### config.mk
export PLATFORM = sky130hd
export DESIGN_NAME = tooth_period_rpm_meter
export DESIGN_NICKNAME = d
export VERILOG_FILES = /design/src/rtl/tprm_pkg.sv /design/src/rtl/tooth_period_rpm_meter.sv
export SDC_FILE = /design/constraint.sdc
export NUM_CORES = 1
export LEC_CHECK = 0
export BUFFER_PORTS_ARGS = -buffer_cell sky130_fd_sc_hd__clkbuf_2
export CORE_MARGIN = 3
export CORE_UTILIZATION = 38
export CTS_CLUSTER_SIZE = 40
export DETAILED_ROUTE_END_ITERATION = 7
export GPL_TIMING_DRIVEN = 0
export PLACE_DENSITY = 0.61
export SLEW_MARGIN = 40
export SYNTH_ARGS = -nofsm -noshare
export SYNTH_HDL_FRONTEND = slang
export SYNTH_SLANG_ARGS = --single-unit
### constraint.sdc
create_clock -name i_clk -period 6.1 [get_ports i_clk]
set_clock_uncertainty 0.15 [all_clocks]
set_input_delay 1.22 -clock i_clk [delete_from_list [all_inputs] [get_ports i_clk]]
set_output_delay 1.22 -clock i_clk [all_outputs]
set_load 0.01 [all_outputs]
### src/rtl/tprm_pkg.sv
// shared types and constants of the tooth period tachometer
`timescale 1ns / 1ps

package tprm_pkg;

    // configuration port
    localparam int CFG_IDX_W  = 4;
    localparam int CFG_DATA_W = 32;

    localparam logic [CFG_IDX_W-1:0] CFG_TIMEOUT_TICKS   = 4'd0;
    localparam logic [CFG_IDX_W-1:0] CFG_SPEED_NUMERATOR = 4'd1;

    localparam logic [15:0] TIMEOUT_RESET = 16'hffff;
    localparam logic [31:0] NUMER_RESET   = 32'd6666666;

    // field widths
    localparam int PERIOD_W = 16;
    localparam int SPEED_W  = 16;
    localparam int NUMER_W  = 32;

    localparam logic [SPEED_W-1:0] SPEED_MAX = 16'hffff;

    // stream words
    localparam int S_TDATA_W = 8;
    localparam int M_TDATA_W = 32;

    // sequencer states
    typedef enum logic [5:0] {
        ST_IDLE = 6'b000001,
        ST_SUM  = 6'b000010,
        ST_DIV1 = 6'b000100,
        ST_CHK  = 6'b001000,
        ST_DIV2 = 6'b010000,
        ST_DONE = 6'b100000
    } t_state;

endpackage

### src/rtl/tooth_period_rpm_meter.sv
// tooth period tachometer: tick counter, period ring and bit-serial speed divider
//
//  channel   dir  handshake               word
//  s_axis    in   tvalid / tready         tdata[0] tooth_edge
//  m_axis    out  tvalid / tready         tdata speed_rpm, tooth_period; tuser stopped
//  cfg       in   valid / ready (always)  index, data
//
// a tick without an edge is handled in idle; an edge tick updates the running sum
// and, unless the period or average is zero, runs the shared restoring divider that
// retires one quotient bit per cycle (average of the ring first, then numerator over average).
// reset is synchronous, active low; the ring reads as zero through per-slot
// valid flops cleared at once, so no clearing pass is needed.
// a result waits in the output register; a new tick is taken while it is
// being taken in the same cycle.
`timescale 1ns / 1ps

module tooth_period_rpm_meter #(
    parameter int WINDOW = 36
) (
    input  logic                              i_clk,
    input  logic                              i_rst_n,
    // tooth_edge in bit 0, zero padded
    input  logic [tprm_pkg::S_TDATA_W-1:0]    s_axis_tdata,
    input  logic                              s_axis_tvalid,
    output logic                              s_axis_tready,
    // speed_rpm [15:0], tooth_period [31:16]
    output logic [tprm_pkg::M_TDATA_W-1:0]    m_axis_tdata,
    // stopped
    output logic                              m_axis_tuser,
    output logic                              m_axis_tvalid,
    input  logic                              m_axis_tready,
    input  logic                              i_cfg_valid,
    output logic                              o_cfg_ready,
    input  logic [tprm_pkg::CFG_IDX_W-1:0]    i_cfg_index,
    input  logic [tprm_pkg::CFG_DATA_W-1:0]   i_cfg_data
);
    import tprm_pkg::*;

    localparam int SLOT_W = (WINDOW > 1) ? $clog2(WINDOW) : 1;
    localparam int SUM_W  = $clog2(WINDOW * 65535 + 1);
    localparam logic [SLOT_W-1:0] SLOT_LAST = SLOT_W'(WINDOW - 1);
    localparam logic [PERIOD_W-1:0] WINDOW_DIV = PERIOD_W'(WINDOW);

    // configuration registers
    logic [PERIOD_W-1:0] r_timeout;
    logic [NUMER_W-1:0]  r_numer;

    // measurement state
    t_state              r_state, n_state;
    logic [PERIOD_W-1:0] r_tick, n_tick;
    logic                r_counting, n_counting;
    logic [PERIOD_W-1:0] r_last, n_last;
    logic [SLOT_W-1:0]   r_slot, n_slot;
    logic [SUM_W-1:0]    r_sum, n_sum;
    logic [SPEED_W-1:0]  r_speed, n_speed;

    // ring storage and its registered read
    logic [PERIOD_W-1:0] r_ring [WINDOW];
    logic [WINDOW-1:0]   r_ring_vld;
    logic [PERIOD_W-1:0] r_old;
    logic                r_old_vld;

    // serial divider
    logic [NUMER_W-1:0]  r_quo, n_quo;
    logic [PERIOD_W-1:0] r_rem, n_rem;
    logic [PERIOD_W-1:0] r_div, n_div;
    logic [4:0]          r_cnt, n_cnt;

    // output register
    logic                r_out_vld, n_out_vld;
    logic [SPEED_W-1:0]  r_out_speed, n_out_speed;
    logic [PERIOD_W-1:0] r_out_period, n_out_period;
    logic                r_out_stop, n_out_stop;

    logic                w_in_acc;
    logic                w_edge;
    logic [PERIOD_W-1:0] w_tick_inc;
    logic [PERIOD_W:0]   w_trial;
    logic                w_ge;
    logic [PERIOD_W-1:0] w_rem_step;
    logic [NUMER_W-1:0]  w_quo_step;
    logic [PERIOD_W-1:0] w_old;
    logic                w_out_free;

    assign w_out_free    = !r_out_vld || m_axis_tready;
    assign s_axis_tready = (r_state == ST_IDLE) && w_out_free;
    assign w_in_acc      = s_axis_tvalid && s_axis_tready;
    assign w_edge        = s_axis_tdata[0];
    assign w_tick_inc    = r_tick + 1'b1;
    assign w_old         = r_old_vld ? r_old : '0;

    // one restoring step: bring down the next dividend bit
    assign w_trial    = {r_rem, r_quo[NUMER_W-1]};
    assign w_ge       = w_trial >= {1'b0, r_div};
    assign w_rem_step = w_ge ? PERIOD_W'(w_trial - {1'b0, r_div}) : w_trial[PERIOD_W-1:0];
    assign w_quo_step = {r_quo[NUMER_W-2:0], w_ge};

    assign o_cfg_ready   = 1'b1;
    assign m_axis_tvalid = r_out_vld;
    assign m_axis_tdata  = {r_out_period, r_out_speed};
    assign m_axis_tuser  = r_out_stop;

    // next state of the sequencer and datapath
    always_comb begin
        n_state      = r_state;
        n_tick       = r_tick;
        n_counting   = r_counting;
        n_last       = r_last;
        n_slot       = r_slot;
        n_sum        = r_sum;
        n_speed      = r_speed;
        n_quo        = r_quo;
        n_rem        = r_rem;
        n_div        = r_div;
        n_cnt        = r_cnt;
        n_out_vld    = r_out_vld && !m_axis_tready;
        n_out_speed  = r_out_speed;
        n_out_period = r_out_period;
        n_out_stop   = r_out_stop;

        unique case (r_state)
            ST_IDLE: begin
                if (w_in_acc) begin
                    if (w_edge) begin
                        n_last     = r_tick;
                        n_tick     = '0;
                        n_counting = 1'b1;
                        n_state    = ST_SUM;
                    end else if (r_counting) begin
                        if (w_tick_inc >= r_timeout) begin
                            n_counting   = 1'b0;
                            n_tick       = '0;
                            n_last       = '0;
                            n_out_vld    = 1'b1;
                            n_out_speed  = '0;
                            n_out_period = '0;
                            n_out_stop   = 1'b1;
                        end else begin
                            n_tick = w_tick_inc;
                        end
                    end
                end
            end
            // update running sum, start average division unless the period is zero
            ST_SUM: begin
                n_sum  = r_sum - SUM_W'(w_old) + SUM_W'(r_last);
                n_slot = (r_slot == SLOT_LAST) ? '0 : r_slot + 1'b1;
                n_quo  = {{(NUMER_W-SUM_W){1'b0}}, n_sum};
                n_rem  = '0;
                n_div  = WINDOW_DIV;
                n_cnt  = '0;
                if (r_last == '0) begin
                    n_speed = '0;
                    n_state = ST_DONE;
                end else begin
                    n_state = ST_DIV1;
                end
            end
            ST_DIV1: begin
                n_quo = w_quo_step;
                n_rem = w_rem_step;
                n_cnt = r_cnt + 1'b1;
                if (r_cnt == 5'd31) begin
                    n_state = ST_CHK;
                end
            end
            // average zero saturates, else divide numerator by it
            ST_CHK: begin
                if (r_quo[PERIOD_W-1:0] == '0) begin
                    n_speed = SPEED_MAX;
                    n_state = ST_DONE;
                end else begin
                    n_div   = r_quo[PERIOD_W-1:0];
                    n_quo   = r_numer;
                    n_rem   = '0;
                    n_cnt   = '0;
                    n_state = ST_DIV2;
                end
            end
            ST_DIV2: begin
                n_quo = w_quo_step;
                n_rem = w_rem_step;
                n_cnt = r_cnt + 1'b1;
                if (r_cnt == 5'd31) begin
                    n_speed = (|w_quo_step[NUMER_W-1:SPEED_W]) ? SPEED_MAX
                                                               : w_quo_step[SPEED_W-1:0];
                    n_state = ST_DONE;
                end
            end
            ST_DONE: begin
                if (w_out_free) begin
                    n_out_vld    = 1'b1;
                    n_out_speed  = r_speed;
                    n_out_period = r_last;
                    n_out_stop   = 1'b0;
                    n_state      = ST_IDLE;
                end
            end
            default: begin
                n_state = ST_IDLE;
            end
        endcase
    end

    // control and datapath registers
    always_ff @(posedge i_clk) begin
        if (!i_rst_n) begin
            r_state    <= ST_IDLE;
            r_tick     <= '0;
            r_counting <= 1'b1;
            r_last     <= '0;
            r_slot     <= '0;
            r_sum      <= '0;
            r_out_vld  <= 1'b0;
            r_timeout  <= TIMEOUT_RESET;
            r_numer    <= NUMER_RESET;
        end else begin
            r_state    <= n_state;
            r_tick     <= n_tick;
            r_counting <= n_counting;
            r_last     <= n_last;
            r_slot     <= n_slot;
            r_sum      <= n_sum;
            r_out_vld  <= n_out_vld;
            if (i_cfg_valid) begin
                unique case (i_cfg_index)
                    CFG_TIMEOUT_TICKS:   r_timeout <= i_cfg_data[PERIOD_W-1:0];
                    CFG_SPEED_NUMERATOR: r_numer   <= i_cfg_data[NUMER_W-1:0];
                    default: ;
                endcase
            end
        end
    end

    // payload registers
    always_ff @(posedge i_clk) begin
        r_speed      <= n_speed;
        r_quo        <= n_quo;
        r_rem        <= n_rem;
        r_div        <= n_div;
        r_cnt        <= n_cnt;
        r_out_speed  <= n_out_speed;
        r_out_period <= n_out_period;
        r_out_stop   <= n_out_stop;
    end

    // period ring: read the old slot on an edge, write the new period after
    always_ff @(posedge i_clk) begin
        if (w_in_acc && w_edge) begin
            r_old <= r_ring[r_slot];
        end
        if (r_state == ST_SUM) begin
            r_ring[r_slot] <= r_last;
        end
    end

    // slot valid bits, cleared by reset
    always_ff @(posedge i_clk) begin
        if (!i_rst_n) begin
            r_ring_vld <= '0;
            r_old_vld  <= 1'b0;
        end else begin
            if (w_in_acc && w_edge) begin
                r_old_vld <= r_ring_vld[r_slot];
            end
            if (r_state == ST_SUM) begin
                r_ring_vld[r_slot] <= 1'b1;
            end
        end
    end

endmodule

# Yosys cells after proc, flatten, opt, wreduce, memory -nomap -nowiden

Memory sizes are Yosys's and may differ from the RTL's. A register that Yosys moved wholly into a read port is not among the register bits.
Cells that the tools add are included.

Output and inout bits: 36
Input port bits: 49
Memories kept: 1
Memory bits (writable): 576
Register bits after elaboration: 271

Memory list:

| memory | words | width | read ports | clocked after Yosys merged registers in | wr ports | RTL line                     | RTL |
|---|---|---|---|---|---|---|---|
| r_ring | 36    | 16    | 1          | 1                                       | 1        | tooth_period_rpm_meter.sv:58 | `logic [PERIOD_W-1:0] r_ring [WINDOW];` |

$lt $le $gt $ge: 4
Multiplexer cells: 57
Equality and inequality tests: 20
Reduce and logical (&&, ||, !) cells: 29
Bitwise logic cells: 1
$add $sub $neg: 6

Operator list:

| cell                  | count |
|---|---|
| $mux 16               | 18 |
| $pmux 16 s2           | 3 |
| $pmux 16 s3           | 2 |
| $pmux 32 s3           | 1 |
| $mux 6                | 8 |
| $or 36x36->36         | 1 |
| $pmux 6 s6            | 1 |
| $logic_not 16->1      | 2 |
| $mux 32               | 1 |
| $add 22x16->22        | 1 |
| $sub 22x16->22        | 1 |
| $ne 2x2->1 const B    | 10 |
| $ge 17x16->1          | 1 |
| $mux 1                | 17 |
| $add 16x1->16 const B | 1 |
| $ge 16x16->1          | 1 |
| $reduce_or 16->1      | 1 |
| $sub 16x16->16        | 1 |
| $pmux 5 s3            | 1 |
| $eq 6x6->1 const B    | 2 |
| $reduce_and 2->1      | 5 |
| $reduce_and 4->1      | 2 |
| $reduce_bool 2->1     | 4 |
| $lt 6x7->1 const B    | 1 |
| 24 further kinds      | 31 |

# Logic depth before layout (Yosys ltp)

Gate-level depths: netlist (run 1).

Word-level depth: 7
Gate-level depth with buffers: 15

# Worst setup path after synthesis (run 1)

OpenSTA, ideal clock, no wires.

Kind: reg-to-reg
Start point: register r_state[0]
End point: register r_cnt[0], enable pin
Stages on the path, launching flop included: 6
Clock period less this slack: 4.917 ns
Slack: 1.183 ns
Data arrival time: 4.285 ns
Library setup time: 0.482 ns
Path buffers: 1
Cell sequence: dfxtp_1 > or4_1 > nor3b_1 > clkbuf_1 > nor2_1 > a21oi_1

Longest elaborated chain between the ends: 4

Ends and longest elaborated chain:

| element                                         | RTL line                      | RTL |
|---|---|---|
| start, declared                                 | tooth_period_rpm_meter.sv:49  | `t_state r_state, n_state;` |
| start signal, assigned                          | tooth_period_rpm_meter.sv:218 | `r_state <= n_state;` |
| $eq 6x5->1 / $eq 6x3->1 (equally long branches) | tooth_period_rpm_meter.sv:121 | `unique case (r_state)` |
| $reduce_or 2->1 (no source line)                | --                            |  |
| $reduce_bool 3->1 (no source line)              | --                            |  |
| $reduce_and 2->1 (no source line) *             | --                            |  |
| end signal, assigned                            | tooth_period_rpm_meter.sv:241 | `r_cnt <= n_cnt;` |
| end, declared                                   | tooth_period_rpm_meter.sv:67  | `logic [4:0] r_cnt, n_cnt;` |

Mark *: on every way between the ends. The rest lies on a longest branch, timed or not.
A chain may end at the register's enable or synchronous reset.

==> results by stage, run 1 <==
Outcome:
- The flow ran to the end, and the final reports show no timing, DRC or antenna violations.

Placed design:
- Routability-driven placement finished with a final weighted congestion of 0.992.
- Timing analysis after detailed placement gives a worst setup slack of 1.80 ns.
- The total half-perimeter wirelength after legalization and detailed placement is 76.6 mm.
- The number of I/O port buffers is 75.

STA:
- The max-slew violation count is 0.
- The count of final hold-check violations is 0.
- The share of the clock period used by the worst path after layout is 74.0%.
- The accumulated negative setup slack is 0 ns.
- Timing would allow up to 0.222 GHz.
- At the pin with the least slew margin, the transition time is 0.979 ns.
- The worst path meets setup with 1.59 ns of slack.
- The final setup violation count is 0.
- Setup repair after global routing left no endpoint under its margin.
- The worst slew margin relative to its limit is 33.9%.
- The post-layout minimum cycle time is 4.51 ns.

GRT:
- The number of global-route vias before repair is 23,700.
- The initial antenna violation count is 0.
- Entering global routing, the biggest net connects 40 pins.
- The global-route usage over all layers is 22.2%.
- Summed over all layers, the global routing overflow is 0.
- The first global-routing pass estimated 161 mm of wire.

Job:
- The max-cap violation count is 0.

Clock network:
- TritonCTS built the clock tree.
- The clock transition at the registers of the reported paths is 0.06 ns.
- The clock reaches the later pin of the worst-skew pair after 0.68 ns.
- No sink is reached through more buffers than the 3 on the longest clock path.
- Clock tree synthesis inserted a total of 89 buffers.
- In this run, post-CTS repair resized a total of 0 instances.
- The H-tree was split into 3 levels.
- Hold repair after CTS inserted 0 buffers.
- The clock tree root buffer cell is sky130_fd_sc_hd__clkbuf_16.
- The total clock sinks is 863.
- In this run the post-CTS setup repair buffer count came out at 0.

Detailed routing:
- For this block, the initial DRC count from the detailed router was 2,826.
- The routed via count divided by cell count is 5.77.
- The remaining antenna violation count after routing is 0.
- The via count is 23,900.
- Dividing the detail-routed wire length by the instance count gives 26.9 microns.
- After detailed routing, the number of remaining DRC violations is 0.
- The sum of routed wire length over all layers is 112 mm.
- The iteration count of the initial detailed-routing pass is 6.

Pwr:
- The total power per unit cell area is 323 nW/um^2.
- For this design the static power due to leakage is 0.0142 uW.
- The worst vdd rail ir drop is 0.000269 V.

Finish:
- The number of nets in the layout is 2,941.
- The final core area utilization is 44.9%.
- Compared with the post-synthesis result, the final layout area differs by 16.6%.
- Cells with a size suffix above 1 make up 15.7% of the layout.

Synth:
- Counting flops with an async set or reset pin after synthesis yields a share of 0%.
- The number of cells produced by synthesis is 2,610.
- Sequential cells were found to cover 67.6% of the synthesized design area.
- In this run, distinct cell masters in the synthesized netlist total 80.
- The number of flops mapped to enable cells by yosys is 710.
- Sorting the synthesized cells by how often they occur yields sky130_fd_sc_hd__edfxtp_1, sky130_fd_sc_hd__nand2_1, sky130_fd_sc_hd__dfxtp_1.
- The Yosys step of the flow raised 0 warnings.
- Yosys instantiated no cell more often than sky130_fd_sc_hd__edfxtp_1.
- By area the synthesized netlist is led by sky130_fd_sc_hd__edfxtp_1, sky130_fd_sc_hd__dfxtp_1, sky130_fd_sc_hd__a22oi_1.
- The most frequently used flop master after synthesis is sky130_fd_sc_hd__edfxtp_1.
- The post-synth net total is 2,734.
- The post-synthesis cell area is 36,100 sq um.
- The synthesized design spends more area on one cell type than any other, namely sky130_fd_sc_hd__edfxtp_1.
- The synthesized design devotes to its leading area cell type 59.1% of total area.
- The flop and latch count out of synthesis is 863.
- Dividing the synthesized area by the synthesized cell count gives 13.8 sq um.

Critical path:
- The capturing element type of the critical path is a flip-flop.
- The worst setup path is launched from a flip-flop.
- The worst register-to-register path has a setup slack of 1.59 ns.
- Of all nets on the critical path, the largest fanout is 10.
- The most critical setup path has its endpoint at r_old[5].
- In this run the critical register-to-register path is captured at r_old[5].
- Tracing the worst setup path back leads to its startpoint at r_slot[1].
- By startpoint and endpoint, the worst setup path is classified as flip-flop to flip-flop.
- The required time reported for the critical path endpoint is 6.38 ns.
- The endpoint arrival time on the critical path is 4.79 ns.
- The reg-to-reg startpoint is r_slot[1].
- The number of cells on the worst reg-to-reg path is 10.

Die:
- The height of the die is 314 microns.
- The total area inside the core boundary comes to 93,700 sq um.
- The number of ports placed on the die boundary is 85.
- The total die area is 98,700 sq um.
- The floorplan step set the die width to 314 microns.
- After floorplanning, the core was divided into 112 placement rows.
- For this configuration, the core starts out at a cell density of 38.5%.

Worst hold path:
- The min-delay analysis places its worst path in the category flip-flop to flip-flop.
## cell families (layout without fill, tap and decap cells)
logic type,Yosys count,after routing,synth area share (%)
flip-flops,863,863,67.6
AO/OA/AOI/OAI,661,661,12.8
AND/OR/NAND/NOR,571,571,7.87
buffers and inverters,261,543,2.92
multiplexers,123,123,4.48
adder cells (fa/ha/maj),75,75,2.96
XOR/XNOR,55,55,1.34
other,1,2,0.0104
## worst min-delay path by stage
stage | endpoint | slack (ns) | cells after the start | from
final | r_ring_vld[3] | 0.31 | 1 | r_ring_vld[3]
after detailed placement | r_ring_vld[3] | 0.29 | 1 | r_ring_vld[3]
after floorplan | r_ring_vld[3] | 0.28 | 1 | r_ring_vld[3]
after CTS | r_ring_vld[3] | 0.31 | 1 | r_ring_vld[3]
after global placement | r_ring_vld[10] | 0.29 | 1 | r_ring_vld[10]
after global routing | r_ring_vld[29] | 0.33 | 1 | r_ring_vld[29]
## sequential cells by signal, summed over array words and instances (netlist names)
signal / flops
r_old: 16
r_numer: 32
r_out_speed: 16
r_last: 16
r_timeout: 16
r_state: 6
m_axis_tuser: 1
r_old_vld: 1
r_speed: 16
r_out_period: 16
r_tick: 16
r_ring: 576
r_ring_vld: 36
r_slot: 6
m_axis_tvalid: 1
r_cnt: 5
r_rem: 16
r_div: 16
r_counting: 1
r_quo: 32
r_sum: 22
## through the flow
| step | cell area (sq um) | total power (uW) | hold WS [ns] | cells |
|---|---|---|---|---|
| CTS | 42000 | 13600 | 0.308 | 4146 |
| finish | 42100 | 13600 | 0.313 | 4147 |
| global placement | 38000 | 8330 | 0.293 | 3939 |
| detailed placement | 39200 | 8370 | 0.294 | 3980 |
| floorplan | 36100 | 7800 | 0.282 | 2610 |
| global route | 42100 | 14100 | 0.326 | 4146 |
## layout make-up
cell class | count | area (sq um)
fill | 8239 | 51700
sequential | 863 | 24400
multi-input combinational | 1486 | 10900
clock buffer | 116 | 2390
tap | 1254 | 1570
timing repair buffer | 116 | 1230
buffer | 148 | 649
clock inverter | 50 | 450
inverter | 113 | 424
antenna | 1 | 2.50
## placed cells by master (no fill, tap or decap), types with 46 or more instances in the layout
| cell | instances |
|---|---|
| sky130_fd_sc_hd__clkbuf_16 | 89 |
| sky130_fd_sc_hd__nor2_1 | 93 |
| sky130_fd_sc_hd__a22o_1 | 46 |
| sky130_fd_sc_hd__nand2_1 | 180 |
| sky130_fd_sc_hd__o21a_1 | 62 |
| sky130_fd_sc_hd__ha_1 | 58 |
| sky130_fd_sc_hd__and2_1 | 73 |
| sky130_fd_sc_hd__inv_1 | 112 |
| sky130_fd_sc_hd__mux2i_1 | 57 |
| sky130_fd_sc_hd__a21oi_1 | 111 |
| sky130_fd_sc_hd__nand3_1 | 46 |
| sky130_fd_sc_hd__o21ai_0 | 92 |
| sky130_fd_sc_hd__clkbuf_2 | 89 |
| sky130_fd_sc_hd__a22oi_1 | 135 |
| sky130_fd_sc_hd__edfxtp_1 | 710 |
| sky130_fd_sc_hd__clkbuf_1 | 110 |
| sky130_fd_sc_hd__dfxtp_1 | 137 |
## worst max-delay path, stage by stage (launching register included)
cell                      delay, ns
sky130_fd_sc_hd__dfxtp_1       0.49
sky130_fd_sc_hd__buf_2         0.34
sky130_fd_sc_hd__buf_2         0.41
sky130_fd_sc_hd__nand2_1       0.55
sky130_fd_sc_hd__nor2_1        0.58
sky130_fd_sc_hd__buf_2         0.44
sky130_fd_sc_hd__buf_2         0.38
sky130_fd_sc_hd__a22oi_1       0.14
sky130_fd_sc_hd__a41oi_1       0.40
sky130_fd_sc_hd__a21oi_1       0.15
sky130_fd_sc_hd__o21ai_0       0.23
## layer usage
metal  vias to the layer above  GRT usage [%]  share of wire, %
met5                         -              0                 0
met4                         0           10.1               5.0
met3                       305           4.66               9.4
met2                      1290           35.4                46
met1                     11900           29.1                40
li1                      10400              -                 -
## power by group
part,switching (uW),internal (uW)
Combinational,1100,625
Sequential,79.4,6480
Clock,2350,2960
Note: power is estimated with default switching activity, not from simulation.
==> run 2: changes to the inputs <==
--- a/config.mk
+++ b/config.mk
@@ -11,7 +11,7 @@
 export CTS_CLUSTER_SIZE = 40
 export DETAILED_ROUTE_END_ITERATION = 7
 export GPL_TIMING_DRIVEN = 0
-export PLACE_DENSITY = 0.61
+export PLACE_DENSITY = 0.63
 export SLEW_MARGIN = 40
 export SYNTH_ARGS = -nofsm -noshare
 export SYNTH_HDL_FRONTEND = slang
==> constraint.sdc (replaced) <==
create_clock -name i_clk -period 3.9 [get_ports i_clk]
set_clock_uncertainty 0.15 [all_clocks]
set_input_delay 0.78 -clock i_clk [delete_from_list [all_inputs] [get_ports i_clk]]
set_output_delay 0.78 -clock i_clk [all_outputs]
set_load 0.01 [all_outputs]
==> run 2 against run 1 <==
The flow now finishes with violations (setup timing). Utilization is 0.74 points higher. Routed wire length is 0.86% higher. Sequential share of layout area is 0.88 points lower. Setup slack worse by 1.7 ns. Clock power is 61% higher. Flip-flop and latch count stayed put. Cell count is 0.60% higher. Count of clock-buffer cells in the layout is 1 lower. Die area stayed put. Largest cell class unchanged. Highest routed layer is now met5.
==> results by stage, run 2 (same netlist as run 1, synthesis figures left out) <==
Pwr:
- The total internal power came to 16,200 uW (+60%).
- The switching portion of total power is 25.5% (-0.46 points).
- The sequential share of power is 47.4% (-0.9 points).
- The power dissipated by switching net loads is 5530 uW (+57%).
- The combinational share of power is 13.0% (+0.3 points).
- The leakage power of the design is 0.0144 uW (+1.4%).
- The total power per unit cell area is 507 nW/um^2 (+57%).
- The worst vdd rail ir drop is 0.000293 V (+9.1%).
- The clock group share of total power is 39.6% (+0.5 points).

STA:
- The worst-margin pin slew came to 0.974 ns (-0.00431 ns).
- The max-slew violation count is 0 (unchanged).
- The worst slew margin relative to its limit is 35.0% (+1.1 points).
- The share of the clock period used by the worst path after layout was 103% (+29 points).
- Setup repair after global routing could not meet its margin everywhere.
- The top achievable clock speed was 0.249 GHz (+13%).
- The accumulated negative setup slack is -0.360 ns (-0.360 ns).
- The post-layout minimum cycle time is 4.01 ns (-0.502 ns).
- The final worst setup slack is -0.109 ns (-1.70 ns).
- The count of final hold-check violations came to 0 (unchanged).
- The post-route worst hold slack was 0.207 ns (-0.107 ns).
- The final setup violation count is 13 (+13).

Detailed routing:
- The top layer used by detailed routing is met5.
- The DRC violation count after routing is 0 (unchanged).
- The remaining antenna violation count after routing was 0 (unchanged).
- The iteration count of the initial detailed-routing pass came to 6 (unchanged).
- The sum of routed wire length over all layers is 113 mm (+0.86%).
- The detailed route wirelength on metal3 is 11.0 mm (+4.0%).
- The first-iteration detailed-routing DRC count is 3,480 (+23%).
- The routed metal-1 wire length is 43.9 mm (-0.84%).
- The via count is 24,000 (+0.29%).
- The post-detailed-route wirelength per cell came to 27.0 microns (+0.26%).
- The routed via count divided by cell count is 5.76 (-0.31%).
- The routed length on met2 is 52.0 mm (+1.7%).

Finish:
- The flip-flop count of the largest register, all copies and words added was 576 (unchanged).
- The final design instance area without fill came to 42,800 sq um (+1.7%).
- In the final layout, the registers with the most flip-flops are r_ring (576), r_ring_vld (36).
- The final core area utilization is 45.6% (+0.74 points).
- From synthesis to final layout, the design area changed by 18.6%.
- The fill cell instance count of the final layout was 8,190 (-0.59%).
- The number of nets in the layout is 2,966 (+0.85%).
- The ratio of cells with drive above 1 in the final layout was 17.5% (+1.8 points).
- The register containing the most flip-flops in the final layout is r_ring.
- The library cells used most frequently in the layout, excluding fill and tap cells, are sky130_fd_sc_hd__edfxtp_1, sky130_fd_sc_hd__nand2_1, sky130_fd_sc_hd__a22oi_1.
- The library cell used most frequently in the layout, excluding fill and tap cells, is sky130_fd_sc_hd__edfxtp_1.

Critical path:
- The path type of the worst setup path is flip-flop to flip-flop.
- The endpoint arrival time on the critical path came to 4.21 ns (-0.58 ns).
- The category of the worst setup path launch point is a flip-flop.
- The cell at the slowest stage of the critical path is sky130_fd_sc_hd__a32oi_1.
- The highest fanout seen on the critical path came to 10 (unchanged).
- The critical path's largest stage delay is 0.55 ns (-0.03 ns).
- The capturing element type of the critical path is a flip-flop.
- The required time reported for the critical path endpoint is 4.10 ns (-2.28 ns).
- The most numerous cell type found on the critical path is sky130_fd_sc_hd__clkbuf_4.
- Walking the worst path, the cells encountered are buf_2 > clkbuf_4 > clkbuf_4 > clkbuf_2 > nor2_1 > a221oi_1 > o211ai_1 > a32oi_1 > o21ai_0.

Clock network:
- The depth of the CTS H-tree is 3 (unchanged).
- The total clock sinks is 863 (unchanged).
- The TritonCTS clock tree is done.
- The clock tree root buffer cell is sky130_fd_sc_hd__clkbuf_16.
- The clock latency on the worst-skew pair is 0.67 ns (about the same).
- The maximum buffer depth of the clock tree came to 3 (unchanged).
- The CTS buffer count is 88 (-1.1%).
- The number of buffers inserted for hold repair after clock tree synthesis was 0 (unchanged).
- The clock transition at the registers of the reported paths is 0.06 ns (about the same).

Die:
- The area of the core is 93,700 sq um (unchanged).
- The starting density of the core is 38.5% (unchanged).
- The number of ports placed on the die boundary is 85 (unchanged).
- The width of the die was 314 microns (unchanged).
- The total die area is 98,700 sq um (unchanged).
- The floorplan row count came to 112 (unchanged).
- The height of the die is 314 microns (unchanged).

Placed design:
- The cell area after placement is 39,200 sq um (-0.11%).
- The number of I/O port buffers is 75 (unchanged).
- The worst slack after detailed placement is -0.464 ns (-2.26 ns).
- The total half-perimeter wirelength after legalization and detailed placement is 73.9 mm (-3.5%).
- The routability congestion estimate is 0.952 (-4.0%).

Outcome:
- The flow ran to the end, but the final reports show violations.
- The final reports fail on setup timing.

GRT:
- The global-route wire length before repair is 159 mm (-1.0%).
- The number of global-route vias before repair is 23,300 (-2.0%).
- The final global-route overflow total came to 0 (unchanged).
- The initial antenna violation count is 6 (+6).
- The global-route usage over all layers is 22.1% (-0.098 points).
- The largest net degree at the start of global routing was 41 (+2.5%).

Worst hold path:
- The min-delay analysis places its worst path in the category input port to flip-flop.

Job:
- The max-cap violation count was 0 (unchanged).
==> run 2: cell count changes in the layout (fill, tap and decap cells not counted), sizes merged <==
cell,before,now
buf,86,104
clkinvlp,4,2
bufinv,4,7
diode,1,2
inv,116,114
clkbuf,294,300
and2,77,78
==> run 2: through the flow <==
step / power [uW] / cells
2_1_floorplan: 12200 / 2610
3_3_place_gp: 13100 / 3939
3_5_place_dp: 13100 / 3978
4_1_cts: 21600 / 4153
5_1_grt: 22400 / 4170
6_report: 21700 / 4172
==> run 2: what timing repair did <==
item,CTS,global route
gates resized for setup,26,29
cloned,1,0
endpoints found under the setup margin,265,157
buffers inserted,10,16
pin swaps,3,7
==> run 2: path summary, 6_finish.rpt <==
check / start / endpoint / slack, ns / cells after the start
min reg2reg: r_ring_vld[34] / r_ring_vld[34] / 0.32 / 1
max: r_slot[1] / r_old[1] / -0.11 / 9
max reg2reg: r_slot[1] / r_old[1] / -0.11 / 9
min: i_cfg_data[20] / r_numer[20] / 0.21 / 3
==> run 2: layer usage <==
metal  global-route usage [%]  vias up
met5                        0        -
met4                     10.1        6
met3                     5.33      308
met2                     35.1     1349
met1                     28.7    11900
li1                         -    10400
==> run 2: cell type report <==
class | instances | area [sq um] | share of cell area [%]
buffer | 148 | 684 | 1.60
antenna | 2 | 5.00 | 0.0117
tap | 1254 | 1570 | 3.67
sequential | 863 | 24400 | 57.1
clock buffer | 115 | 2480 | 5.80
timing repair buffer | 141 | 1660 | 3.87
multi-input combinational | 1487 | 11000 | 25.8
clock inverter | 49 | 472 | 1.10
inverter | 113 | 424 | 0.992
==> run 2: critical path: cells and delay by family (launching register included) <==
kind / cells / cell delay (ns)
buf+inv: 4 / 1.54
compound gates: 4 / 1.48
flops: 1 / 0.42
simple gates: 1 / 0.09
==> run 2: power groups by stage <==
stage	clock network [uW]	logic (uW)	registers (uW)
finish	8590	2830	10300
CTS	8660	2690	10300
floorplan	0	1780	10400
global route	9030	3040	10300
detailed placement	0	2630	10500
global placement	0	2590	10500
